==> config.mk <==
export PLATFORM = sky130hd
export DESIGN_NAME = shct_hash
export DESIGN_NICKNAME = d
export VERILOG_FILES = /design/src/hdl/shct_pkg.sv /design/src/hdl/shct_hash.sv
export SDC_FILE = /design/constraint.sdc
export NUM_CORES = 2
export LEC_CHECK = 0
export BUFFER_PORTS_ARGS = -buffer_cell sky130_fd_sc_hd__buf_2
export CORE_MARGIN = 2
export CORE_UTILIZATION = 55
export CTS_CLUSTER_SIZE = 14
export DETAILED_ROUTE_END_ITERATION = 16
export GPL_ROUTABILITY_DRIVEN = 0
export GPL_TIMING_DRIVEN = 0
export PLACE_DENSITY = 0.85
export SYNTH_ARGS = -nofsm -noshare
export SYNTH_HDL_FRONTEND = slang
export SYNTH_SLANG_ARGS = --single-unit
==> constraint.sdc <==
create_clock -name clk_i -period 9.6 [get_ports clk_i]
set_input_delay 1.92 -clock clk_i [delete_from_list [all_inputs] [get_ports clk_i]]
set_output_delay 1.92 -clock clk_i [all_outputs]
set_load 0.005 [all_outputs]
==> src/hdl/shct_pkg.sv <==
package shct_pkg;

  localparam int unsigned DefTableSize  = 65536;
  localparam int unsigned DefProbeLimit = 32;

  localparam logic [31:0] MixX     = 32'd2654435761;
  localparam logic [31:0] MixY     = 32'd805459861;
  localparam logic [31:0] MixLevel = 32'd1234567891;
  localparam logic [63:0] FinA     = 64'hff51afd7ed558ccd;
  localparam logic [63:0] FinB     = 64'hc4ceb9fe1a85ec53;
  localparam int unsigned FinShift = 33;

  typedef enum logic [1:0] {
    MODE_LOOKUP = 2'd0,
    MODE_INSERT = 2'd1,
    MODE_MARK   = 2'd2,
    MODE_ERASE  = 2'd3
  } mode_e;

  typedef enum logic [2:0] {
    ST_FOUND    = 3'd0,
    ST_NEW      = 3'd1,
    ST_NOTFOUND = 3'd2,
    ST_FULL     = 3'd3,
    ST_ERASED   = 3'd4,
    ST_MARKED   = 3'd5
  } status_e;

  typedef enum logic [3:0] {
    S_CLEAR,
    S_IDLE,
    S_HASH,
    S_PROBE,
    S_ERASE_RD,
    S_SHIFT_RD,
    S_SHIFT_HASH,
    S_SHIFT_NEXT,
    S_ERASE_FIN,
    S_RESP
  } state_e;

  typedef struct packed {
    logic [7:0]  level;
    logic [31:0] y;
    logic [31:0] x;
  } key_t;

  typedef struct packed {
    logic        occ;
    logic [31:0] stamp;
    key_t        key;
  } entry_t;

endpackage

==> src/hdl/shct_hash.sv <==
module shct_hash #(
  parameter int unsigned IDX_W = 16
) (
  input  logic               clk_i,
  input  logic               rst_ni,
  input  logic               start_i,
  input  shct_pkg::key_t     key_i,
  output logic               done_o,
  output logic [IDX_W-1:0]   slot_o
);
  import shct_pkg::*;

  logic             busy_q;
  logic [3:0]       step_q;
  key_t             key_q;
  logic [63:0]      h_q;
  logic [63:0]      t_q;
  logic [IDX_W-1:0] slot_q;
  logic             done_q;
  logic [31:0]      mult_a;
  logic [31:0]      mult_b;
  logic [63:0]      prod;
  logic [63:0]      fin_k;
  logic [63:0]      mix;

  // One 32x32 multiplier is shared by the key-mixing and finaliser steps; each
  // 64-bit finaliser product is built from three partial products in turn.
  assign fin_k = (step_q < 4'd7) ? FinA : FinB;
  assign prod  = {32'b0, mult_a} * {32'b0, mult_b};
  assign mix   = t_q ^ (t_q >> FinShift);

  always_comb begin
    mult_a = '0;
    mult_b = '0;
    case (step_q)
      4'd0: begin
        mult_a = key_q.x;
        mult_b = MixX;
      end
      4'd1: begin
        mult_a = key_q.y;
        mult_b = MixY;
      end
      4'd2: begin
        mult_a = {24'b0, key_q.level};
        mult_b = MixLevel;
      end
      4'd4, 4'd8: begin
        mult_a = h_q[31:0];
        mult_b = fin_k[31:0];
      end
      4'd5, 4'd9: begin
        mult_a = h_q[63:32];
        mult_b = fin_k[31:0];
      end
      4'd6, 4'd10: begin
        mult_a = h_q[31:0];
        mult_b = fin_k[63:32];
      end
      default: begin
        mult_a = '0;
        mult_b = '0;
      end
    endcase
  end

  always_ff @(posedge clk_i or negedge rst_ni) begin
    if (!rst_ni) begin
      busy_q <= 1'b0;
      step_q <= '0;
      done_q <= 1'b0;
      key_q  <= '0;
      h_q    <= '0;
      t_q    <= '0;
      slot_q <= '0;
    end else begin
      done_q <= 1'b0;
      if (start_i) begin
        busy_q <= 1'b1;
        step_q <= '0;
        key_q  <= key_i;
      end else if (busy_q) begin
        step_q <= step_q + 4'd1;
        case (step_q)
          4'd0:                      h_q <= prod;
          4'd1, 4'd2:                h_q <= h_q ^ prod;
          4'd3:                      h_q <= h_q ^ (h_q >> FinShift);
          4'd4, 4'd8:                t_q <= prod;
          4'd5, 4'd6, 4'd9, 4'd10:   t_q[63:32] <= t_q[63:32] + prod[31:0];
          4'd7:                      h_q <= mix;
          4'd11: begin
            busy_q <= 1'b0;
            done_q <= 1'b1;
            slot_q <= mix[IDX_W-1:0];
          end
          default: ;
        endcase
      end
    end
  end

  assign done_o = done_q;
  assign slot_o = slot_q;

endmodule

==> results.txt, run 1 <==
Fail Step: global routing (5_1_grt)
Syn Nets: 6421
H-tree Lvls: 1
IO Pins: 92
Synth async-reset ratio: 100%
Root Buffer: clkbuf_16
Err: [ERROR GRT-0232] Routing congestion too high. Check the congestion heatmap in the GUI.
cts hold-fix bufs: 0
Top FF cell, synth: dfrtp_1
Distinct cells, synth: 80
die height: 292 um
area leader, netlist: fa_1
Cell Area, Placed: 47500 um2
most frequent cell after synthesis: inv_1
sequential-to-total area share from yosys stat: 12.2%
Post-synth EDFFs: 0
worst ep type: register input
clk sink count: 222
Post-DP HPWL: 142000 um
Die W: 292 um
status: did not finish
Max Buffers Root-to-Sink: 3
pre-CTS setup slack: -3.45 ns
largest net degree at the start of global routing: 96
synthesized cell area: 45600 um2
IO buf count: 90
CTS Buf Count: 28
Rows: 105
leading post-synthesis cells by cell area: fa_1 (39%), dfrtp_1 (12%), inv_1 (8.2%), ha_1 (8.2%), nand2_1 (5.5%)
Post-Syn Instances: 5149
total gr overflow: 28
YS warnings: 0
worst_ep grt: t_q[62]$_DFFE_PN0P_/D
mean post-synth cell area: 8.85 um2
#FFs+latches synth: 222
Synth top area share: 39.4%
commonest cells in the synthesized netlist: inv_1 (1001), fa_1 (897), nand2_1 (662)
Initial Util: 55.6%
Total GRT Usage: 66.1%
==> kinds of logic after synthesis <==
kind of cell,share of synthesized area [%]
simple gates,12.3
buf+inv,10.6
fa+ha+maj,47.7
compound gates,11.7
flops,12.2
xor+xnor,2.83
mux,2.75
==> metrics by stage <==
stage | hold WS (ns) | TNS [ns] | std cells
4_1_cts | 0.514 | -0.0923 | 6509
3_5_place_dp | 0.495 | -196.98 | 6316
3_3_place_gp | 0.489 | -227.93 | 6309
2_1_floorplan | 0.465 | 0 | 5149
==> per-layer routing <==
| layer | GRT overflow | global-route usage (%) |
|---|---|---|
| met1 | 4 | 63.0 |
| met2 | 8 | 76.8 |
| met3 | 10 | 61.7 |
| met4 | 6 | 61.9 |
| met5 | 0 | 48.4 |
==> what timing repair did <==
| item | in CTS |
|---|---|
| pin swaps | 149 |
| setup buffers | 170 |
| endpoints found under the setup margin | 106 |
| cloned | 4 |
| gates resized for setup | 654 |
==> run 2, diff against run 1 <==
--- a/config.mk
+++ b/config.mk
@@ -7,12 +7,11 @@
 export LEC_CHECK = 0
 export BUFFER_PORTS_ARGS = -buffer_cell sky130_fd_sc_hd__buf_2
 export CORE_MARGIN = 2
-export CORE_UTILIZATION = 55
-export CTS_CLUSTER_SIZE = 14
+export CORE_UTILIZATION = 40
 export DETAILED_ROUTE_END_ITERATION = 16
 export GPL_ROUTABILITY_DRIVEN = 0
 export GPL_TIMING_DRIVEN = 0
-export PLACE_DENSITY = 0.85
+export PLACE_DENSITY_LB_ADDON = 0.15
 export SYNTH_ARGS = -nofsm -noshare
 export SYNTH_HDL_FRONTEND = slang
 export SYNTH_SLANG_ARGS = --single-unit
==> constraint.sdc (replaced) <==
create_clock -name clk_i -period 12.5 [get_ports clk_i]
set_input_delay 2.5 -clock clk_i [delete_from_list [all_inputs] [get_ports clk_i]]
set_output_delay 2.5 -clock clk_i [all_outputs]
set_load 0.005 [all_outputs]
==> run 2 against run 1 <==
The flow now finishes, with violations (max-capacitance violations, max-slew violations). Synthesized cell count did not move. Area after synthesis did not move.
==> results.txt, run 2 <==
largest family of logic cells by synthesized area: adder cells
Hold Crit Class: reg2reg
CTS tree: yes
Distinct cells, synth: 80 (unchanged)
most frequent cell after synthesis: inv_1
Synth Area in Simple Gates: 12.3% (unchanged)
post-route ant nets: 0
multiplexer share of the synthesized area: 2.75% (unchanged)
routed len/inst: 29.3 um
Post-Place Cells: 6751 (+6.9%)
most frequent cells in the layout: inv_1 (1001), fa_1 (897), nand2_1 (660)
Synth async-reset ratio: 100% (unchanged)
Largest Register: key_q
critical path type: reg2reg
worst-margin pin slew: 1.56 ns
sequential-to-total area share from yosys stat: 12.2% (unchanged)
Post-Syn Instances: 5149 (unchanged)
Critical Path Source: step_q[1]
Initial Util: 40.4% (-15 points)
met3 WL: 26400 um
Critical R2R Launch: step_q[1]
final hold violation count: 0
mean post-synth cell area: 8.85 um2 (unchanged)
number of global-route vias before repair: 39929
minimum clock period: 12.29 ns
CP most frequent cell: fa_1
min-delay src: slot_o[1]
Root Buffer: clkbuf_16
FMAX: 81.4 MHz
Layout area overhead: 8.48%
Initial DRT Pass Iterations: 10
Total GRT Usage: 34.5%
CTS Buf Count: 28 (unchanged)
Post-synth EDFFs: 0 (unchanged)
cts hold-fix bufs: 0 (unchanged)
Synth Area in Adders: 47.7% (unchanged)
xor and xnor area share after synthesis: 2.83% (unchanged)
#FFs+latches synth: 222 (unchanged)
Via Count: 39814
H-tree Lvls: 1 (unchanged)
CP Data Required Time: 13.03 ns
compound-gate portion of the synthesized area: 11.7% (unchanged)
Non-Filler Instances: 6808
Top Metal Used: met5
setup violators final: 0
DRC violations left: 0
commonest cells in the synthesized netlist: inv_1 (1001), fa_1 (897), nand2_1 (662)
fin crit share: 98.3%
max_slew headroom: -4.65%
die height: 341 um (+17%)
Rows: 123 (+17%)
max-cap viol count: 2
WL met2: 81500 um
Post-DP HPWL: 166000 um (+17%)
Die W: 341 um (+17%)
area leader, netlist: fa_1
leading post-synthesis cells by cell area: fa_1 (39%), dfrtp_1 (12%), inv_1 (8.2%), ha_1 (8.2%), nand2_1 (5.5%)
Slew Limit Fails: 24
Syn Nets: 6421 (unchanged)
IO Pins: 92 (unchanged)
first-pass GRT wire length: 287000 um
Regs by FF count: key_q: 72 flops, h_q: 64 flops, t_q: 64 flops
wire length on met1: 78300 um
largest net degree at the start of global routing: 107
Die Area: 117000 um2
crit path DAT: 12.82 ns
Fillers: 11458
clk slew on worst S/H paths: 0.06 ns
worst hold stages: 1
YS warnings: 0 (unchanged)
layout cell share with drive strength beyond 1: 7.60%
commonest non-fill, non-tap cell in the layout: inv_1
status: finished, violations left
IO buf count: 90 (unchanged)
CP Capture Type: register
clk sink count: 222 (unchanged)
unrepaired setup endpoints after global routing: no
crit path max-delay cell type: xnor2_1
Seq. cell area: 5560 um2
number of flip-flops in the largest register: 72
Core ar.: 113000 um2
Startpoint Class: register
Layout Nets: 6553
synthesized cell area: 45600 um2 (unchanged)
total gr overflow: 0
Max Buffers Root-to-Sink: 3 (unchanged)
Synth top area share: 39.4% (unchanged)
DRT iter0 DRCs: 5085
Routed WL: 199000 um
crit path max fanout: 11
area of the multi-input gates: 35400 um2
Max stage delay on crit path: 0.71 ns
Final Util: 43.9%
via/cell ratio: 5.85
failing checks: max-capacitance violations, max-slew violations
worst r2r path cells: 37
Worst-Skew Late Latency: 0.65 ns
skew final: 0.0584 ns
initial antenna violation count: 8
Top FF cell, synth: dfrtp_1
run 2: routing by layer:
layer | vias to the layer above | GRT usage (%)
li1 | 16341 | -
met1 | 20271 | 46.8
met2 | 2652 | 49.3
met3 | 546 | 10.6
met4 | 4 | 18.0
met5 | - | 0
run 2: through the flow:
stage	instance area, um2	setup TNS (ns)	hold slack (ns)	worst slack [ns]
CTS	49100	0	0.505	0.0298
global route	49400	0	0.520	0.0503
finish	49400	0	0.507	0.208
global placement	47900	-38.30	0.490	-1.82
floorplan	45600	0	0.465	2.94
detailed placement	48100	-7.25	0.492	-0.961
run 2: path summary, 6_finish.rpt:
kind	endpoint	slack, ns
max in group asynchronous	key_q[47]	9.80
min	slot_o[1]	0.51
min in group asynchronous	slot_o[13]	1.77
max reg2reg	t_q[62]	0.21
min reg2reg	slot_o[1]	0.51
max	t_q[62]	0.21
run 2: layout make-up:
type,count,area share (%)
diodes,7,0.0354
plain buffers,274,2.32
repair buffers,108,1.34
clock buffers,36,1.54
multi-input cells,3646,71.7
flip-flops and latches,222,11.2
well taps,1500,3.80
inverters,1001,7.60
clock inverters,14,0.428
run 2: cells by family after synthesis:
kind of cell	count (synthesis)
muxes	112
buffers and inverters	1281
xor gates and xnor gates	147
adders and majority gates	1197
AOI/OAI and AO/OA	817
DFF	222
and+or+nand+nor	1373
run 2: critical path, delay by kind of cell (launching register included):
family          cells  cell delay, ns
compound gates     11            2.83
xor+xnor            2            1.02
fa+ha+maj          11            5.35
buf+inv            11            2.26
flops               1            0.46
simple gates        2            0.20
run 2: timing repair:
action,CTS,global route
buffers inserted,0,5
resized for setup,33,114
setup endpoints to repair,18,13
pin swaps,0,3
Power of run 2 is not shown: default switching activity piles up to over one toggle a cycle in this logic, so the estimate is an artifact.
